$ cat config.mk
export PLATFORM = sky130hd
export DESIGN_NAME = pwm_input_duty_frequency_meter
export DESIGN_NICKNAME = d
export VERILOG_FILES = /design/src/pwmm_pkg.sv /design/src/pwmm_div.sv /design/src/pwmm_dp.sv /design/src/pwmm_ctrl.sv /design/src/pwm_input_duty_frequency_meter.sv
export VERILOG_INCLUDE_DIRS = /design/src /design/src/src
export SDC_FILE = /design/constraint.sdc
export NUM_CORES = 1
export LEC_CHECK = 0
export BUFFER_PORTS_ARGS = -buffer_cell sky130_fd_sc_hd__buf_2
export CORE_MARGIN = 2
export CORE_UTILIZATION = 50
export CTS_CLUSTER_DIAMETER = 100
export DETAILED_ROUTE_END_ITERATION = 6
export PLACE_DENSITY = 0.68
export SYNTH_ARGS = -nofsm -noshare
export SYNTH_HDL_FRONTEND = slang
export SYNTH_SLANG_ARGS = --single-unit
$ cat constraint.sdc
create_clock -name clk -period 6.01 [get_ports clk]
set_input_delay 0.3005 -clock clk [delete_from_list [all_inputs] [get_ports clk]]
set_output_delay 0.3005 -clock clk [all_outputs]
set_load 0.005 [all_outputs]
$ cat src/assert_macros.svh
// ----------------------------------------------------------------------------
// assert_macros.svh
// Assertion wrappers shared by the RTL, clocked on the rising edge with an
// active-low reset as the disable condition.
// ----------------------------------------------------------------------------
`ifndef ASSERT_MACROS_SVH
`define ASSERT_MACROS_SVH

// property must hold at every clock edge outside reset
`define ASSERT_CLK(lbl, clk, rst_n, prop, msg) \
	lbl: assert property (@(posedge clk) disable iff (!rst_n) (prop)) else $error(msg);

// antecedent implies consequent on the next edge
`define ASSERT_NEXT(lbl, clk, rst_n, ante, cons, msg) \
	lbl: assert property (@(posedge clk) disable iff (!rst_n) (ante) |=> (cons)) else $error(msg);

`endif

$ cat src/pwmm_pkg.sv
// ----------------------------------------------------------------------------
// pwmm_pkg
// Shared constants and controller/datapath interface types for the PWM meter.
// ----------------------------------------------------------------------------
package pwmm_pkg;

	localparam int COUNTER_BITS_DEF = 16;
	localparam int DUTY_W = 7;
	localparam int FREQ_W = 32;
	localparam int FIELD_W = 16;
	localparam int CLK_HZ_W = 32;
	localparam logic [DUTY_W-1:0] DUTY_FULL = 7'd100;
	localparam logic [CLK_HZ_W-1:0] CLK_HZ_RESET = 32'd16000000;

	typedef struct packed {
		logic tick;
		logic start_duty;
		logic start_freq;
		logic take_duty;
		logic take_freq;
		logic load_out;
	} cmd_t;

	typedef struct packed {
		logic rise;
		logic zero;
		logic div_done;
	} status_t;

endpackage

$ cat src/pwmm_div.sv
// ----------------------------------------------------------------------------
// pwmm_div
// Restoring divider, one quotient bit per cycle, NUM_W quotient bits per division.
// ----------------------------------------------------------------------------
module pwmm_div #(
	parameter int NUM_W = 32,
	parameter int DEN_W = 16
) (
	input  logic             clk,
	input  logic             arst_n,
	input  logic             start,
	input  logic [NUM_W-1:0] num,
	input  logic [DEN_W-1:0] den,
	output logic             done,
	output logic [NUM_W-1:0] quot
);

	localparam int CNT_W = $clog2(NUM_W + 1);

	logic [NUM_W-1:0] num_q;
	logic [DEN_W-1:0] rem_q;
	logic [DEN_W-1:0] den_q;
	logic [CNT_W-1:0] cnt_q;
	logic             busy_q;
	logic             done_q;
	logic [DEN_W:0]   trial;
	logic             ge;
	logic [DEN_W:0]   diff;

	assign trial = {rem_q, num_q[NUM_W-1]};
	assign ge    = trial >= {1'b0, den_q};
	assign diff  = trial - {1'b0, den_q};

	always_ff @(posedge clk or negedge arst_n) begin
		if (!arst_n) begin
			busy_q <= 1'b0;
			done_q <= 1'b0;
			cnt_q  <= '0;
		end else begin
			done_q <= 1'b0;
			if (start) begin
				busy_q <= 1'b1;
				cnt_q  <= CNT_W'(NUM_W);
			end else if (busy_q) begin
				cnt_q <= cnt_q - 1'b1;
				if (cnt_q == CNT_W'(1)) begin
					busy_q <= 1'b0;
					done_q <= 1'b1;
				end
			end
		end
	end

	always_ff @(posedge clk) begin
		if (start) begin
			num_q <= num;
			den_q <= den;
			rem_q <= '0;
		end else if (busy_q) begin
			num_q <= {num_q[NUM_W-2:0], ge};
			rem_q <= ge ? diff[DEN_W-1:0] : trial[DEN_W-1:0];
		end
	end

	assign done = done_q;
	assign quot = num_q;

endmodule

$ cat src/pwmm_dp.sv
// ----------------------------------------------------------------------------
// pwmm_dp
// Datapath: tick counter, edge capture, clock register, divider operands and
// the output register.
// ----------------------------------------------------------------------------
module pwmm_dp #(
	parameter int COUNTER_BITS = pwmm_pkg::COUNTER_BITS_DEF
) (
	input  logic                              clk,
	input  logic                              arst_n,
	input  pwmm_pkg::cmd_t                    cmd,
	output pwmm_pkg::status_t                 status,
	input  logic                              pwm_level,
	input  logic                              cfg_we,
	input  logic [pwmm_pkg::CLK_HZ_W-1:0]     cfg_data,
	output logic [pwmm_pkg::DUTY_W-1:0]       duty_percent,
	output logic [pwmm_pkg::FREQ_W-1:0]       frequency,
	output logic [pwmm_pkg::FIELD_W-1:0]      period_ticks,
	output logic [pwmm_pkg::FIELD_W-1:0]      high_ticks,
	output logic                              zero_period
);

	localparam int PROD_W = COUNTER_BITS + pwmm_pkg::DUTY_W;
	localparam int NUM_W  = (PROD_W > pwmm_pkg::CLK_HZ_W) ? PROD_W : pwmm_pkg::CLK_HZ_W;

	logic [COUNTER_BITS-1:0]          cnt_q;
	logic [COUNTER_BITS-1:0]          cnt_inc;
	logic [COUNTER_BITS-1:0]          period_q;
	logic [COUNTER_BITS-1:0]          high_q;
	logic                             prev_q;
	logic [pwmm_pkg::CLK_HZ_W-1:0]    clock_hz_q;
	logic [pwmm_pkg::DUTY_W-1:0]      duty_q;
	logic [pwmm_pkg::FREQ_W-1:0]      freq_q;
	logic [PROD_W-1:0]                prod;
	logic [NUM_W-1:0]                 div_num;
	logic [NUM_W-1:0]                 quot;
	logic                             div_done;
	logic [pwmm_pkg::DUTY_W-1:0]      duty_sat;
	logic                             zero;

	assign cnt_inc = cnt_q + 1'b1;
	assign zero    = period_q == '0;
	assign prod    = PROD_W'(high_q) * PROD_W'(pwmm_pkg::DUTY_FULL);
	assign div_num = cmd.start_duty ? NUM_W'(prod) : NUM_W'(clock_hz_q);
	assign duty_sat = (quot > NUM_W'(pwmm_pkg::DUTY_FULL)) ? pwmm_pkg::DUTY_FULL
		: quot[pwmm_pkg::DUTY_W-1:0];

	assign status.rise     = !prev_q && pwm_level;
	assign status.zero     = zero;
	assign status.div_done = div_done;

	always_ff @(posedge clk or negedge arst_n) begin
		if (!arst_n) begin
			cnt_q      <= '0;
			prev_q     <= 1'b0;
			high_q     <= '0;
			clock_hz_q <= pwmm_pkg::CLK_HZ_RESET;
		end else begin
			if (cfg_we) begin
				clock_hz_q <= cfg_data;
			end
			if (cmd.tick) begin
				prev_q <= pwm_level;
				if (!prev_q && pwm_level) begin
					cnt_q <= '0;
				end else begin
					cnt_q <= cnt_inc;
				end
				if (prev_q && !pwm_level) begin
					high_q <= cnt_inc;
				end
			end
		end
	end

	always_ff @(posedge clk) begin
		if (cmd.tick && !prev_q && pwm_level) begin
			period_q <= cnt_inc;
		end
		if (cmd.take_duty) begin
			duty_q <= duty_sat;
		end
		if (cmd.take_freq) begin
			freq_q <= quot[pwmm_pkg::FREQ_W-1:0];
		end
		if (cmd.load_out) begin
			duty_percent <= zero ? '0 : duty_q;
			frequency    <= zero ? '0 : freq_q;
			period_ticks <= pwmm_pkg::FIELD_W'(period_q);
			high_ticks   <= pwmm_pkg::FIELD_W'(high_q);
			zero_period  <= zero;
		end
	end

	pwmm_div #(
		.NUM_W(NUM_W),
		.DEN_W(COUNTER_BITS)
	) u_div (
		.clk   (clk),
		.arst_n(arst_n),
		.start (cmd.start_duty || cmd.start_freq),
		.num   (div_num),
		.den   (period_q),
		.done  (div_done),
		.quot  (quot)
	);

endmodule

$ cat src/pwmm_ctrl.sv
// ----------------------------------------------------------------------------
// pwmm_ctrl
// Controller: input handshake, division sequencing and output valid.
// ----------------------------------------------------------------------------
module pwmm_ctrl (
	input  logic              clk,
	input  logic              arst_n,
	input  logic              in_valid,
	output logic              in_ready,
	output logic              out_valid,
	input  logic              out_ready,
	input  pwmm_pkg::status_t status,
	output pwmm_pkg::cmd_t    cmd
);

	typedef enum logic [2:0] {
		ST_IDLE,
		ST_START,
		ST_DUTY,
		ST_FREQ,
		ST_HOLD
	} state_t;

	state_t state_q;
	logic   out_valid_q;
	logic   out_free;

	assign in_ready  = state_q == ST_IDLE;
	assign out_valid = out_valid_q;
	assign out_free  = !out_valid_q || out_ready;

	always_comb begin
		cmd            = '0;
		cmd.tick       = in_valid && in_ready;
		cmd.start_duty = state_q == ST_START && !status.zero;
		cmd.take_duty  = state_q == ST_DUTY && status.div_done;
		cmd.start_freq = cmd.take_duty;
		cmd.take_freq  = state_q == ST_FREQ && status.div_done;
		cmd.load_out   = state_q == ST_HOLD && out_free;
	end

	always_ff @(posedge clk or negedge arst_n) begin
		if (!arst_n) begin
			state_q     <= ST_IDLE;
			out_valid_q <= 1'b0;
		end else begin
			if (cmd.load_out) begin
				out_valid_q <= 1'b1;
			end else if (out_ready) begin
				out_valid_q <= 1'b0;
			end
			unique case (state_q)
				ST_IDLE: begin
					if (cmd.tick && status.rise) begin
						state_q <= ST_START;
					end
				end
				ST_START: begin
					state_q <= status.zero ? ST_HOLD : ST_DUTY;
				end
				ST_DUTY: begin
					if (status.div_done) begin
						state_q <= ST_FREQ;
					end
				end
				ST_FREQ: begin
					if (status.div_done) begin
						state_q <= ST_HOLD;
					end
				end
				ST_HOLD: begin
					if (out_free) begin
						state_q <= ST_IDLE;
					end
				end
				default: begin
					state_q <= ST_IDLE;
				end
			endcase
		end
	end

endmodule

$ cat src/pwm_input_duty_frequency_meter.sv
// ----------------------------------------------------------------------------
// pwm_input_duty_frequency_meter
// PWM input capture: high time, period, duty cycle in percent and frequency.
// ----------------------------------------------------------------------------
// Usage:
//   Input channel (in_valid/in_ready, pwm_level): one request per counter
//   tick. Ticks that are not a rising edge are taken one per cycle while
//   no earlier rising edge is in progress. A rising edge starts two
//   iterative divisions (duty, then frequency) on a shared radix-2 divider
//   of NW = max(32, COUNTER_BITS+7) bits; in_ready is low until the result
//   is in the output register. A zero period skips the divisions.
//   Output channel (out_valid/out_ready): one request per rising edge from a
//   registered output stage; ticks keep flowing while a result waits, but the
//   next rising edge holds in its final step until the receiver takes it.
//   Config channel (cfg_valid/cfg_ready, cfg_data): writes clock_hz, always
//   ready; write only while the block is idle.
//   Reset: counter, previous level and high capture clear, clock_hz returns
//   to 16000000, no result is pending.
// ----------------------------------------------------------------------------
`include "assert_macros.svh"

module pwm_input_duty_frequency_meter #(
	parameter int COUNTER_BITS = pwmm_pkg::COUNTER_BITS_DEF
) (
	input  logic                          clk,
	input  logic                          arst_n,
	input  logic                          in_valid,
	output logic                          in_ready,
	input  logic                          pwm_level,
	output logic                          out_valid,
	input  logic                          out_ready,
	output logic [pwmm_pkg::DUTY_W-1:0]   duty_percent,
	output logic [pwmm_pkg::FREQ_W-1:0]   frequency,
	output logic [pwmm_pkg::FIELD_W-1:0]  period_ticks,
	output logic [pwmm_pkg::FIELD_W-1:0]  high_ticks,
	output logic                          zero_period,
	input  logic                          cfg_valid,
	output logic                          cfg_ready,
	input  logic [pwmm_pkg::CLK_HZ_W-1:0] cfg_data
);

	pwmm_pkg::cmd_t    cmd;
	pwmm_pkg::status_t status;

	assign cfg_ready = 1'b1;

	pwmm_ctrl u_ctrl (
		.clk      (clk),
		.arst_n   (arst_n),
		.in_valid (in_valid),
		.in_ready (in_ready),
		.out_valid(out_valid),
		.out_ready(out_ready),
		.status   (status),
		.cmd      (cmd)
	);

	pwmm_dp #(
		.COUNTER_BITS(COUNTER_BITS)
	) u_dp (
		.clk         (clk),
		.arst_n      (arst_n),
		.cmd         (cmd),
		.status      (status),
		.pwm_level   (pwm_level),
		.cfg_we      (cfg_valid && cfg_ready),
		.cfg_data    (cfg_data),
		.duty_percent(duty_percent),
		.frequency   (frequency),
		.period_ticks(period_ticks),
		.high_ticks  (high_ticks),
		.zero_period (zero_period)
	);

	`ASSERT_CLK(a_zero_forces_zero, clk, arst_n, !out_valid || !zero_period || (duty_percent == '0 && frequency == '0), "zero period result has nonzero duty or frequency")
	`ASSERT_CLK(a_duty_saturated, clk, arst_n, !out_valid || duty_percent <= pwmm_pkg::DUTY_FULL, "duty above full scale")
	`ASSERT_NEXT(a_rise_blocks_input, clk, arst_n, cmd.tick && status.rise, !in_ready, "input still ready after rising edge")
	`ASSERT_CLK(a_load_only_when_free, clk, arst_n, !cmd.load_out || !out_valid || out_ready, "output overwritten while pending")

endmodule
## Yosys cells after proc, flatten, opt, wreduce, memory -nomap -nowiden

Index checks and enable logic that the tools add are counted.

- Output and inout port bits: 75
- Input port bits: 38
- Word-level logic and storage cells: 78
- Flip-flop bits (word level): 268

- Magnitude comparators: 2
- Reductions and logical operators: 22
- Muxes and demuxes: 21
- Eq/ne operators: 9
- Multipliers: 1
- Add/subtract/negate cells: 3

Operators by type and width:

| operator | count |
|---|---|
| 32-bit two-way mux | 3 |
| 32-bit by 7-bit greater-than comparator with 1-bit output (second input constant) | 1 |
| 16-bit two-way mux | 2 |
| 16-bit by 5-bit multiplier with 21-bit output (second input constant) | 1 |
| 17-bit by 16-bit greater-or-equal comparator with 1-bit output | 1 |
| 16-bit by 1-bit adder with 16-bit output (second input constant) | 1 |
| 16-bit zero test | 1 |
| 16-bit subtractor | 1 |
| 3-bit two-way mux | 5 |
| 3-bit case mux with 5 select lines | 1 |
| 6-bit two-way mux | 2 |
| 1-bit logical AND | 10 |
| 1-bit two-way mux | 8 |
| 3-bit by 2-bit equality test with 1-bit output (second input constant) | 2 |
| 6-bit by 1-bit equality test with 1-bit output (second input constant) | 1 |
| 2-bit by 1-bit inequality test with 1-bit output (second input constant) | 3 |
| 6-bit by 1-bit subtractor with 6-bit output (second input constant) | 1 |
| 1-bit zero test | 4 |
| 4-bit AND reduction | 1 |
| 2-bit nonzero test | 2 |
| 3-bit by 1-bit equality test with 1-bit output (second input constant) | 1 |
| 3-bit equality test (second input constant) | 1 |
| 3-bit zero test | 1 |
| 1-bit logical OR | 2 |
| 2 further kinds | 2 |

## Longest topological paths before layout

Gate-level depths: netlist of run 1.

- Depth after elaboration: 5
- Mapped depth: 14
- Gate-level depth less buffers: 14

## By module

Synthesis of run 1 repeated with hierarchy kept, for this count alone.

- Cells, all modules: 1,023
- Area, all modules: 13,008.7 um^2

Modules (own cells, without submodules):

| module | area each (um^2) | cells each | instances | seq. area each (um^2) |
|---|---|---|---|---|
| pwmm_dp | 9,044.9 | 685 | 1 | 5,449.0 |
| pwmm_div | 3,712.3 | 312 | 1 | 1,961.9 |
| pwmm_ctrl | 240.2 | 24 | 1 | 100.1 |
| pwm_input_duty_frequency_meter | 11.3 | 2 | 1 | 0.0 |

## Least setup slack after synthesis of run 1

No wires, ideal clock.

- Path kind: flip-flop to flip-flop
- Start: register u_ctrl.state_q[1]
- End: register u_dp.duty_percent[0] (netlist bit) (enable)
- Stages on the path, launching flop included: 5
- Setup slack: 1.319 ns
- Library setup time: 0.526 ns
- Buffers on the path: 1
- Clock period less this slack: 4.691 ns
- Data required time: 5.484 ns
- Data arrival time: 4.164 ns
- Cell sequence: dfrtp_1 > buf_2 > nor2_1 > nand2_1 > a21oi_1

RTL lines:

| what | RTL line | text |
|---|---|---|
| start: declaration | pwmm_ctrl.sv:24 | `state_t state_q;` |
| start signal: assignment | pwmm_ctrl.sv:59 | `state_q <= status.zero ? ST_HOLD : ST_DUTY;` |
| end signal: assignment | pwmm_dp.sv:87 | `duty_percent <= zero ? '0 : duty_q;` |
| end: declaration | pwmm_dp.sv:16 | `output logic [pwmm_pkg::DUTY_W-1:0] duty_percent,` |

## Worst setup path after layout of run 1

- Start: register u_dp.high_q[2]
- End: register u_dp.u_div.num_q[22] (netlist: u_dp.u_div.quot[22]) (data pin)

- Cells in the longest elaborated chain, start to end: 3

RTL lines:

| what | RTL line | text |
|---|---|---|
| start: declaration | pwmm_dp.sv:29 | `logic [COUNTER_BITS-1:0] high_q;` |
| start signal: assignment | pwmm_dp.sv:70 | `high_q <= cnt_inc;` |
| 16-bit by 5-bit multiplier with 21-bit output | pwmm_dp.sv:43 | `assign prod = PROD_W'(high_q) * PROD_W'(pwmm_pkg::DUTY_FULL);` |
| 32-bit two-way mux | pwmm_dp.sv:44 | `assign div_num = cmd.start_duty ? NUM_W'(prod) : NUM_W'(clock_hz_q);` |
| 32-bit two-way mux | pwmm_div.sv:55 | `if (start) begin` |
| end signal: assignment | pwmm_div.sv:56 | `num_q <= num;` |
| end signal: assignment | pwmm_div.sv:60 | `num_q <= {num_q[NUM_W-2:0], ge};` |
| end: declaration | pwmm_div.sv:20 | `logic [NUM_W-1:0] num_q;` |

No other way between the ends.
A chain may end at the register's enable or synchronous reset.

==> results by group, run 1 <==
Outcome
  – Outcome: finished, final reports clean

Route
  – Metal-1 WL: 11700 microns
  – Met3 Wirelength: 1160 microns
  – WL/cell: 16.7 microns
  – Wire length on met2: 11900 microns
  – Top sig layer: met4
  – Antenna viol nets, final: 0
  – Routed Wire Length: 25100 microns
  – Routed vias: 7928
  – Drc violations: 0
  – Vias/cell: 5.29
  – Total iterations of the first detailed-routing run: 5
  – DRT iter0 DRCs: 630

GRT
  – GRT Util Overall: 0.194
  – First-pass GRT wire length: 41200 microns
  – Largest net degree at the start of global routing: 62
  – Initial antenna violation count: 0
  – Number of global-route vias before repair: 7750
  – GR Overflow Total: 0

Final layout
  – Final Util: 0.583
  – Layout area overhead: 15.2%
  – Area of the multi-input gates: 4650 sq um
  – Filler instances: 2085
  – Reg area: 7510 sq um
  – Final nets: 1273
  – Share of cells above drive strength 1: 0.190
  – Final instance area: 14600 sq um
  – Non-Filler Instances: 1500
  – Antenna diodes: 0

Critical path
  – CP Capture Type: flop
  – CP Class: reg2reg
  – Worst Path Arrival: 4.01 ns
  – CP max FO: 5
  – CP required: 6.26 ns
  – CP startpoint kind: flop
  – Crit path launch: u_dp.high_q[2]$_DFFE_PN0P_
  – Worst r2r src: u_dp.high_q[2]$_DFFE_PN0P_

Clocking
  – Clock Latency Late Sink: 0.52 ns
  – Post-CTS setup repair buffer count: 0
  – # hold bufs at CTS: 9
  – Resize count post-CTS: 0
  – H-tree depth: 1
  – TritonCTS Buffers: 27
  – Clk buf depth: 3
  – Reg clk slew, reported paths: 0.06 ns
  – CTS tree: built
  – Clk Tree Root Cell: clkbuf_16
  – Clock Sinks: 268

STA
  – Post-layout minimum cycle time: 3.76 ns
  – Worst-Margin Slew: 1.12 ns
  – Hold Fails Final Rpt: 0
  – Setup-failing EPs final: 0
  – Final setup TNS: 0 ns
  – Min Hold Slack: 0.0105 ns
  – Fin worst setup slack: 2.25 ns
  – Final worst-path cycle share: 0.625
  – RSZ-0062 raised after global routing: no
  – Final Skew: 0.0121 ns
  – Final Max Slew Viols: 0
  – Slew Limit Headroom: 0.250
  – Maximum clock frequency: 266 MHz

Floorplan
  – Die W: 163 microns
  – Die area: 26500 sq um
  – Initial Util: 0.506
  – Io pins: 113
  – Core area: 25000 sq um
  – Die height: 163 microns
  – Std-Cell Rows: 58

Synthesis
  – Number of synthesized flops with an enable pin: 175
  – Post-synthesis mux area share: 0.0563
  – Yosys top cell area share: 0.416
  – Top cells by area, synth: edfxtp_1 42%, dfrtp_1 14%, ha_1 7.1%
  – Leading area contributor after synthesis: edfxtp_1
  – Mapped Nets: 1149
  – Mapped Cells: 1027
  – Synth Area in Adders: 0.0904
  – Primary FF master, synth: edfxtp_1
  – Synthesis Warnings: 0
  – Synth Area in Compound Gates: 0.0902
  – Synth Area in XOR/XNOR: 0.0304
  – Netlist cell types: 63
  – Mapped Area: 12600 sq um
  – Yosys reg bits: 268
  – Post-synthesis sequential area ratio: 0.595
  – Avg Inst Size Synth: 12.3 sq um
  – Post-synth ARST share: 0.287
  – Simple-gate share of the synthesized area: 0.0995
  – Largest family of logic cells by synthesized area: simple AND/OR/NAND/NOR gates

Power and ir drop
  – Static Leak: 6.19 nW
  – Total Power: 6.70 mW
  – VDD IR-drop max: 402 uV
  – P per Cell Area: 461 nW/um^2

Placement
  – Post-DP HPWL: 17600 microns
  – Dpl cell area: 13500 sq um
  – PortBufs: 111
  – Routability cong.: 0.858
  – Place WS: 2.23 ns
  – Placed Cells: 1441

Min path
  – Hold wc startpoint: cfg_data[12]
  – Hold Crit Class: in2reg

Run
  – Max_cap viols: 0
-- kinds of logic after synthesis --
group           after synthesis
flops                       268
buf+inv                     119
fa+ha+maj                    84
compound gates              185
xor+xnor                     43
other cells                   1
simple gates                261
mux                          66
-- layer usage --
metal  up-vias  GRT usage
li1       3907          -
met5         -          0
met4         0     0.0398
met2       165      0.315
met1      3832      0.284
met3        24     0.0257
-- registers in the layout, summed over array words and instances, names as in the netlist, 32 cells and up --
| name | cells |
|---|---|
| u_dp.frequency | 32 |
| u_dp.u_div.quot | 32 |
| u_dp.freq_q | 32 |
| u_dp.clock_hz_q | 32 |
-- worst paths after layout --
| path | to | slack [ns] | depth (start not counted) |
|---|---|---|---|
| hold / removal | u_dp.clock_hz_q[12]$_DFFE_PN0P_ | 0.01 | 2 |
| min in group asynchronous | u_dp.clock_hz_q[29]$_DFFE_PN0P_ | 0.18 | 2 |
| setup / recovery | u_dp.u_div.quot[22]$_DFFE_PP_ | 2.25 | 11 |
| max in group asynchronous | u_dp.cnt_q[5]$_DFFE_PN0P_ | 4.75 | 3 |
| hold reg to reg | u_dp.freq_q[20]$_DFFE_PP_ | 0.48 | 0 |
| setup reg to reg | u_dp.u_div.quot[22]$_DFFE_PP_ | 2.25 | 11 |
-- layout by cell type, fill, tap and decap left out, types with 6 or more instances in the layout --
cell / netlist / routed
edfxtp_1: 175 / 175
buf_2: 4 / 110
nand2_1: 99 / 99
inv_1: 79 / 79
ha_1: 72 / 72
dfrtp_1: 70 / 70
o21ai_0: 67 / 67
a21oi_1: 50 / 49
nor2_1: 45 / 44
and2_1: 43 / 43
mux2_2: 40 / 40
xnor2_1: 27 / 27
clkbuf_16: 0 / 27
mux2i_1: 26 / 26
dfxtp_1: 16 / 16
nand3_1: 15 / 15
xor2_1: 15 / 15
fa_1: 12 / 12
buf_4: 2 / 12
nor3_1: 12 / 11
dlygate4sd3_1: 0 / 11
nor4_1: 10 / 10
o21a_1: 9 / 9
a21o_1: 9 / 9
nand2b_1: 7 / 7
a211oi_1: 7 / 7
dfstp_2: 7 / 7
nand4_1: 6 / 6
and3_1: 6 / 6
a31oi_1: 6 / 6
-- synth_stat cells, types with 7 or more instances --
cell type / instances
edfxtp_1: 175
nand2_1: 99
inv_1: 79
ha_1: 72
dfrtp_1: 70
o21ai_0: 67
a21oi_1: 50
nor2_1: 45
and2_1: 43
mux2_2: 40
xnor2_1: 27
mux2i_1: 26
clkbuf_1: 24
dfxtp_1: 16
nand3_1: 15
xor2_1: 15
fa_1: 12
nor3_1: 12
nor4_1: 10
a21o_1: 9
o21a_1: 9
a211oi_1: 7
dfstp_2: 7
nand2b_1: 7
-- cell type report --
class                           instances  share of cell area
Multi-Input combinational cell        640               0.320
Inverter                               81              0.0209
Clock buffer                           30              0.0472
Sequential cell                       268               0.516
Clock inverter                         18              0.0160
Tap cell                              330              0.0284
Timing Repair Buffer                  133              0.0516
-- critical path, stage by stage (launching register included) --
cell	delay (ns)
dfrtp_1	0.43
ha_1	0.31
ha_1	0.31
fa_1	0.47
ha_1	0.38
a211o_1	0.35
a2111oi_1	0.53
o31a_1	0.26
nand2_1	0.07
a21oi_1	0.16
xnor2_1	0.14
a21oi_1	0.09
-- power by group --
group          internal [mW]  switching (mW)  total, mW
logic                  0.998            1.27       2.27
clock network           1.04           0.689       1.73
registers               2.40           0.304       2.70
total                   4.44            2.27       6.70
Power figures use the tool's default switching activity.
==> inputs of run 2 (changes only) <==
Settings changed: ABC_AREA from default to 1, PLACE_DENSITY 0.68 to 0.7.
Clock period 6.01 ns to 3 ns, I/O delays scaled along.
==> results by group, run 2 <==
Placement
  – Routability cong.: 0.905 (was 0.858)
  – Place WS: -0.0636 ns (was 2.23 ns)
  – Dpl cell area: 14700 sq um (was 13500 sq um)
  – Post-DP HPWL: 20700 microns (was 17600 microns)
  – PortBufs: 111 (unchanged)

STA
  – Maximum clock frequency: 340 MHz (was 266 MHz)
  – RSZ-0062 raised after global routing: yes (was no)
  – Hold Fails Final Rpt: 0 (unchanged)
  – Min Hold Slack: 0.0226 ns (was 0.0105 ns)
  – Setup-failing EPs final: 0 (unchanged)
  – Fin worst setup slack: 0.0599 ns (was 2.25 ns)
  – Final worst-path cycle share: 0.980 (was 0.625)
  – Worst-Margin Slew: 0.977 ns (was 1.12 ns)
  – Final Max Slew Viols: 0 (unchanged)
  – Final Skew: 0.0162 ns (was 0.0121 ns)
  – Post-layout minimum cycle time: 2.94 ns (was 3.76 ns)
  – Final setup TNS: 0 ns (unchanged)
  – Slew Limit Headroom: 0.348 (was 0.250)

Synthesis
  – Number of synthesized flops with an enable pin: 175 (unchanged)
  – Mapped Cells: 1393 (was 1027)
  – Netlist cell types: 48 (was 63)
  – Yosys top cell area share: 0.391 (was 0.416)
  – Primary FF master, synth: edfxtp_1 (unchanged)
  – Synthesis Warnings: 0 (unchanged)
  – Mapped Nets: 1515 (was 1149)
  – Most numerous cell in the Yosys netlist: nand2_1 (was edfxtp_1)
  – Mapped Area: 13400 sq um (was 12600 sq um)
  – Post-synth ARST share: 0.287 (unchanged)
  – Top cells by area, synth: edfxtp_1 39%, dfrtp_1 13%, nand2_1 8.9% (was edfxtp_1 42%, dfrtp_1 14%, ha_1 7.1%)
  – Top post-synthesis cells by count: 319 x nand2_1, 252 x inv_1, 175 x edfxtp_1 (was 175 x edfxtp_1, 99 x nand2_1, 79 x inv_1)
  – Yosys reg bits: 268 (unchanged)
  – Post-synthesis sequential area ratio: 0.558 (was 0.595)
  – Avg Inst Size Synth: 9.65 sq um (was 12.3 sq um)
  – Leading area contributor after synthesis: edfxtp_1 (unchanged)

Floorplan
  – Die W: 168 microns (was 163 microns)
  – Initial Util: 0.505 (was 0.506)
  – Core area: 26700 sq um (was 25000 sq um)
  – Std-Cell Rows: 60 (was 58)
  – Die height: 168 microns (was 163 microns)
  – Die area: 28200 sq um (was 26500 sq um)
  – Io pins: 113 (unchanged)

Route
  – WL/cell: 15.4 microns (was 16.7 microns)
  – Routed Wire Length: 30400 microns (was 25100 microns)
  – Antenna viol nets, final: 0 (unchanged)
  – Total iterations of the first detailed-routing run: 6 (was 5)
  – Drc violations: 0 (unchanged)
  – DRT iter0 DRCs: 785 (was 630)
  – Vias/cell: 5.03 (was 5.29)
  – Routed vias: 9931 (was 7928)

Final layout
  – Area of the multi-input gates: 5170 sq um (was 4650 sq um)
  – Final instance area: 16500 sq um (was 14600 sq um)
  – Most common cell after layout, fill and taps aside: nand2_1 (was edfxtp_1)
  – Filler instances: 2090 (was 2085)
  – Final nets: 1731 (was 1273)
  – Layout area overhead: 22.8% (was 15.2%)
  – Antenna diodes: 0 (unchanged)
  – Most frequent cells in the layout: 294 x nand2_1, 237 x inv_1, 175 x edfxtp_1 (was 175 x edfxtp_1, 110 x buf_2, 99 x nand2_1)
  – Final Util: 0.619 (was 0.583)
  – Reg area: 7520 sq um (was 7510 sq um)
  – Share of cells above drive strength 1: 0.238 (was 0.190)

GRT
  – Number of global-route vias before repair: 9391 (was 7750)
  – GR Overflow Total: 0 (unchanged)
  – Initial antenna violation count: 0 (unchanged)
  – Largest net degree at the start of global routing: 64 (was 62)
  – GRT Util Overall: 0.209 (was 0.194)
  – First-pass GRT wire length: 47600 microns (was 41200 microns)

Min path
  – Hold Crit Class: in2reg (unchanged)

Critical path
  – CP max FO: 4 (was 5)
  – CP required: 3.30 ns (was 6.26 ns)
  – CP Capture Type: flop (unchanged)
  – CP startpoint kind: flop (unchanged)
  – Worst Path Arrival: 3.24 ns (was 4.01 ns)
  – CP Class: reg2reg (unchanged)

Outcome
  – Outcome: finished, final reports clean (unchanged)

Run
  – Max_cap viols: 0 (unchanged)

Clocking
  – H-tree depth: 1 (unchanged)
  – Reg clk slew, reported paths: 0.06 ns (about the same)
  – Clock Latency Late Sink: 0.55 ns (was 0.52 ns)
  – TritonCTS Buffers: 30 (was 27)
  – Clock Sinks: 268 (unchanged)
  – Clk buf depth: 3 (unchanged)
  – CTS tree: built (unchanged)
  – Clk Tree Root Cell: clkbuf_16 (unchanged)

Power and ir drop
  – Static Leak: 7.78 nW (was 6.19 nW)
  – VDD IR-drop max: 401 uV (was 402 uV)
  – P per Cell Area: 477 nW/um^2 (was 461 nW/um^2)
[run 2: worst max-delay path: stages, from the launching register on]
cell     delay (ns)
dfrtp_1        0.40
ha_1           0.30
ha_1           0.29
inv_2          0.04
fa_1           0.49
inv_2          0.05
ha_4           0.23
nand2_2        0.07
nand2_2        0.07
buf_4          0.14
a21oi_2        0.10
nand2_2        0.09
or2_2          0.27
nand3_1        0.08
nand2_1        0.06
[run 2: path summary, 6_finish.rpt]
path                                                   end  slack [ns]                          from  cells past startpoint
setup reg to reg             u_dp.u_div.quot[14]$_DFFE_PP_        0.06    u_dp.high_q[8]$_DFFE_PN0P_                     14
hold / removal                  u_dp.cnt_q[15]$_DFFE_PN0P_        0.02                      in_valid                      4
hold reg to reg                   u_dp.freq_q[7]$_DFFE_PP_        0.45  u_dp.u_div.quot[7]$_DFFE_PP_                      0
max in group asynchronous  u_dp.clock_hz_q[13]$_DFFE_PN1P_        2.07                        arst_n                      3
setup / recovery             u_dp.u_div.quot[14]$_DFFE_PP_        0.06    u_dp.high_q[8]$_DFFE_PN0P_                     14
min in group asynchronous  u_dp.clock_hz_q[25]$_DFFE_PN0P_        0.19                        arst_n                      2
[run 2: final cells by class]
cell class,count,area share
clock buffers,41,0.0511
clock inverters,15,0.00674
inverters,264,0.0605
multi-input cells,829,0.313
flip-flops and latches,268,0.455
well taps,341,0.0258
repair buffers,216,0.0873
[run 2: power breakdown]
part	switching, mW	internal (mW)	total [mW]
registers	0.0496	4.00	4.05
clock network	1.45	2.05	3.51
logic	0.184	0.133	0.317
total	1.69	6.19	7.87
[run 2: cell families (layout without fill, tap and decap cells)]
| family | after synthesis | after routing | synth area share |
|---|---|---|---|
| compound gates | 144 | 144 | 0.0576 |
| xor+xnor | 26 | 26 | 0.0192 |
| fa+ha+maj | 84 | 84 | 0.0848 |
| buf+inv | 296 | 536 | 0.0874 |
| flops | 268 | 268 | 0.558 |
| mux | 1 | 1 | 0.000837 |
| other cells | 1 | 1 | 0.000279 |
| simple gates | 573 | 573 | 0.191 |
[run 2: repair_timing]
item / 4_1_cts / 5_1_grt
hold buffers: 35 / 0
endpoints found under the setup margin: 11 / 13
resized for setup: 17 / 79
pin swaps: 2 / 49
setup buffers: 5 / 7
hold endpoints to repair: 80 / 0
[run 2: per-layer routing]
metal | GRT usage | wire, microns
met5 | 0 | 0
met4 | 0.0541 | 579
met3 | 0.0296 | 1560
met2 | 0.340 | 14400
met1 | 0.297 | 13800
[run 2: per-stage QoR]
| step | std cells | power, mW |
|---|---|---|
| 6_report | 1974 | 7.87 |
| 5_1_grt | 1974 | 8.12 |
| 4_1_cts | 1967 | 7.94 |
| 3_5_place_dp | 1871 | 4.40 |
| 3_3_place_gp | 1871 | 4.39 |
| 2_1_floorplan | 1393 | 4.29 |
==> inputs of run 3 (changes only) <==
Settings changed: PLACE_DENSITY 0.7 to default, PLACE_DENSITY_LB_ADDON from default to 0.05.
Clock period 3 ns to 2.55 ns, I/O delays scaled along.
==> results by group, run 3 (same netlist as run 2, synthesis figures left out) <==
Power and ir drop
  – VDD IR-drop max: 500 uV (was 401 uV)
  – Internal Pwr Total: 7.39 mW (was 6.19 mW)
  – Gate power share: 0.040 (about the same)
  – Static Leak: 7.82 nW (was 7.78 nW)
  – Clock power share: 0.451 (was 0.445)
  – P per Cell Area: 562 nW/um^2 (was 477 nW/um^2)
  – Psw: 1.98 mW (was 1.69 mW)
  – Switch share: 0.211 (was 0.214)
  – Register share of total power: 0.508 (was 0.514)

Route
  – DRT iter0 DRCs: 674 (was 785)
  – Antenna viol nets, final: 0 (unchanged)
  – Routed vias: 9678 (was 9931)
  – Total iterations of the first detailed-routing run: 5 (was 6)
  – Routed Wire Length: 30000 microns (was 30400 microns)
  – Vias/cell: 4.89 (was 5.03)
  – Drc violations: 0 (unchanged)
  – WL/cell: 15.2 microns (was 15.4 microns)

STA
  – Worst-Margin Slew: 0.531 ns (was 0.977 ns)
  – Slew Limit Headroom: 0.642 (was 0.348)
  – Final Max Slew Viols: 0 (unchanged)
  – Final Skew: 0.0147 ns (was 0.0162 ns)
  – Fin worst setup slack: -0.350 ns (was 0.0599 ns)
  – Post-layout minimum cycle time: 2.90 ns (was 2.94 ns)
  – Setup-failing EPs final: 15 (was 0)
  – Final worst-path cycle share: 1.14 (was 0.980)
  – Hold Fails Final Rpt: 0 (unchanged)
  – RSZ-0062 raised after global routing: yes (unchanged)
  – Maximum clock frequency: 345 MHz (was 340 MHz)

Critical path
  – CP startpoint kind: flop (unchanged)
  – Worst r2r src: u_dp.high_q[6]$_DFFE_PN0P_ (was u_dp.high_q[8]$_DFFE_PN0P_)
  – Worst path slowest cell: fa_1 (unchanged)
  – CP most frequent cell: nand2_1 (was nand2_2)
  – R2r setup slk: -0.35 ns (was 0.06 ns)
  – Length in cells of the worst reg-to-reg path: 16 (was 14)
  – Worst Path Arrival: 3.21 ns (was 3.24 ns)
  – CP peak stage delay: 0.49 ns (about the same)
  – CP bufs+invs: 2 (was 3)
  – Crit path launch: u_dp.high_q[6]$_DFFE_PN0P_ (was u_dp.high_q[8]$_DFFE_PN0P_)
  – CP Class: reg2reg (unchanged)
  – Reg2reg end: u_dp.u_div.quot[22]$_DFFE_PP_ (was u_dp.u_div.quot[14]$_DFFE_PP_)
  – Worst-path cell chain: ha_1 -> ha_1 -> inv_1 -> fa_1 -> inv_2 -> ha_4 -> nand2_2 -> nand2_2 -> a21oi_2 -> nand2_4 -> nand2_2 -> nand2_1 -> nand2_1 -> nand3_2 -> nand2_1 -> nand2_1 (was ha_1 -> ha_1 -> inv_2 -> fa_1 -> inv_2 -> ha_4 -> nand2_2 -> nand2_2 -> buf_4 -> a21oi_2 -> nand2_2 -> or2_2 -> nand3_1 -> nand2_1)
  – CP Capture Type: flop (unchanged)
  – CP max FO: 4 (unchanged)
  – Cell family with the largest share of critical-path delay: adder cells (unchanged)
  – CP required: 2.86 ns (was 3.30 ns)

Final layout
  – Filler instances: 2240 (was 2090)
  – Share of cells above drive strength 1: 0.251 (was 0.238)
  – Final nets: 1739 (was 1731)
  – Most frequent cells in the layout: 287 x nand2_1, 236 x inv_1, 175 x edfxtp_1 (was 294 x nand2_1, 237 x inv_1, 175 x edfxtp_1)
  – Area of the multi-input gates: 5240 sq um (was 5170 sq um)
  – Most common cell after layout, fill and taps aside: nand2_1 (unchanged)
  – Layout area overhead: 23.9% (was 22.8%)
  – Reg area: 7510 sq um (was 7520 sq um)
  – Final Util: 0.625 (was 0.619)
  – Antenna diodes: 0 (unchanged)

Clocking
  – Clk Tree Root Cell: clkbuf_16 (unchanged)
  – TritonCTS Buffers: 28 (was 30)
  – CTS tree: built (unchanged)
  – Clk buf depth: 3 (unchanged)
  – Reg clk slew, reported paths: 0.06 ns (about the same)
  – Clock Sinks: 268 (unchanged)
  – Clock Latency Late Sink: 0.55 ns (about the same)
  – H-tree depth: 1 (unchanged)

Outcome
  – Failing checks: negative setup slack
  – Outcome: finished, violations left (was finished, final reports clean)

GRT
  – Largest net degree at the start of global routing: 50 (was 64)
  – First-pass GRT wire length: 47900 microns (was 47600 microns)
  – GR Overflow Total: 0 (unchanged)
  – Initial antenna violation count: 0 (unchanged)
  – GRT Util Overall: 0.212 (was 0.209)
  – Number of global-route vias before repair: 9304 (was 9391)

Placement
  – PortBufs: 111 (unchanged)
  – Place WS: -0.366 ns (was -0.0636 ns)
  – Post-DP HPWL: 21300 microns (was 20700 microns)
  – Routability cong.: 0.886 (was 0.905)

Floorplan
  – Die height: 168 microns (unchanged)
  – Io pins: 113 (unchanged)
  – Std-Cell Rows: 60 (unchanged)
  – Core area: 26700 sq um (unchanged)
  – Die area: 28200 sq um (unchanged)
  – Die W: 168 microns (unchanged)
  – Initial Util: 0.505 (unchanged)

Min path
  – Hold wc startpoint: cfg_valid (was in_valid)
  – Worst hold stages: 3 (was 4)
  – Hold worst-path end: u_dp.clock_hz_q[10]$_DFFE_PN1P_ (was u_dp.cnt_q[15]$_DFFE_PN0P_)
  – Hold Crit Class: in2reg (unchanged)

Run
  – Max_cap viols: 0 (unchanged)
==> run 3: repair_timing <==
action,CTS,global route
endpoints found under the setup margin,15,15
pin swaps,19,46
cloned,0,0
endpoints found under the hold margin,113,0
setup buffers,7,7
gates resized for setup,23,51
hold buffers,36,0
==> run 3: worst max-delay path by stage <==
| stage | endpoint | slack, ns | depth (start not counted) |
|---|---|---|---|
| global route | u_dp.u_div.quot[22]$_DFFE_PP_ | -0.51 | 16 |
| floorplan | u_dp.u_div.quot[13]$_DFFE_PP_ | -0.24 | 13 |
| global placement | u_dp.u_div.quot[21]$_DFFE_PP_ | -0.34 | 15 |
| finish | u_dp.u_div.quot[22]$_DFFE_PP_ | -0.35 | 16 |
| CTS | u_dp.u_div.quot[13]$_DFFE_PP_ | -0.33 | 13 |
| detailed placement | u_dp.u_div.quot[22]$_DFFE_PP_ | -0.37 | 16 |
==> run 3: power by group through the flow <==
stage / Combinational (mW) / Sequential (mW) / Clock [mW]
after floorplan: 0.215 / 4.83 / 0
after global placement: 0.330 / 4.84 / 0
after detailed placement: 0.336 / 4.85 / 0
after CTS: 0.381 / 4.76 / 4.30
after global routing: 0.434 / 4.77 / 4.48
final: 0.379 / 4.76 / 4.23
==> run 3: stage by stage <==
stage               hold slack [ns]  area (sq um)  setup TNS, ns  cells  total power, mW
finish                       0.0298         16700          -3.90   1980             9.36
global route                 0.0606         16700          -5.92   1980             9.68
CTS                         0.00910         16400          -3.85   1973             9.44
detailed placement            0.103         15000          -3.90   1878             5.18
global placement              0.105         15000          -3.55   1878             5.17
floorplan                    -0.168         13700          -1.34   1393             5.04
==> run 3: final cells by class <==
type                       count  area share
sequential                   268       0.451
clock buffer                  31      0.0427
multi-input combinational    829       0.314
inverter                     264      0.0598
timing repair buffer         226      0.0919
tap                          341      0.0256
clock inverter                21      0.0147
==> run 3: layer usage <==
metal	vias to the layer above	GRT usage	wire [microns]	share of wire
met5	-	0	0	0
met4	0	0.0488	649	0.022
met3	42	0.0249	1140	0.038
li1	4926	-	-	-
met2	163	0.338	13600	0.45
met1	4547	0.315	14700	0.49
==> run 3: worst register-to-register path, cell delays in order, from the launching register on <==
cell and delay [ns]:
dfrtp_1 0.40, ha_1 0.31, ha_1 0.27, inv_1 0.04, fa_1 0.49, inv_2 0.05, ha_4 0.24, nand2_2 0.07
nand2_2 0.08, a21oi_2 0.19, nand2_4 0.09, nand2_2 0.08, nand2_1 0.05, nand2_1 0.07, nand3_2 0.09, nand2_1 0.10
nand2_1 0.04
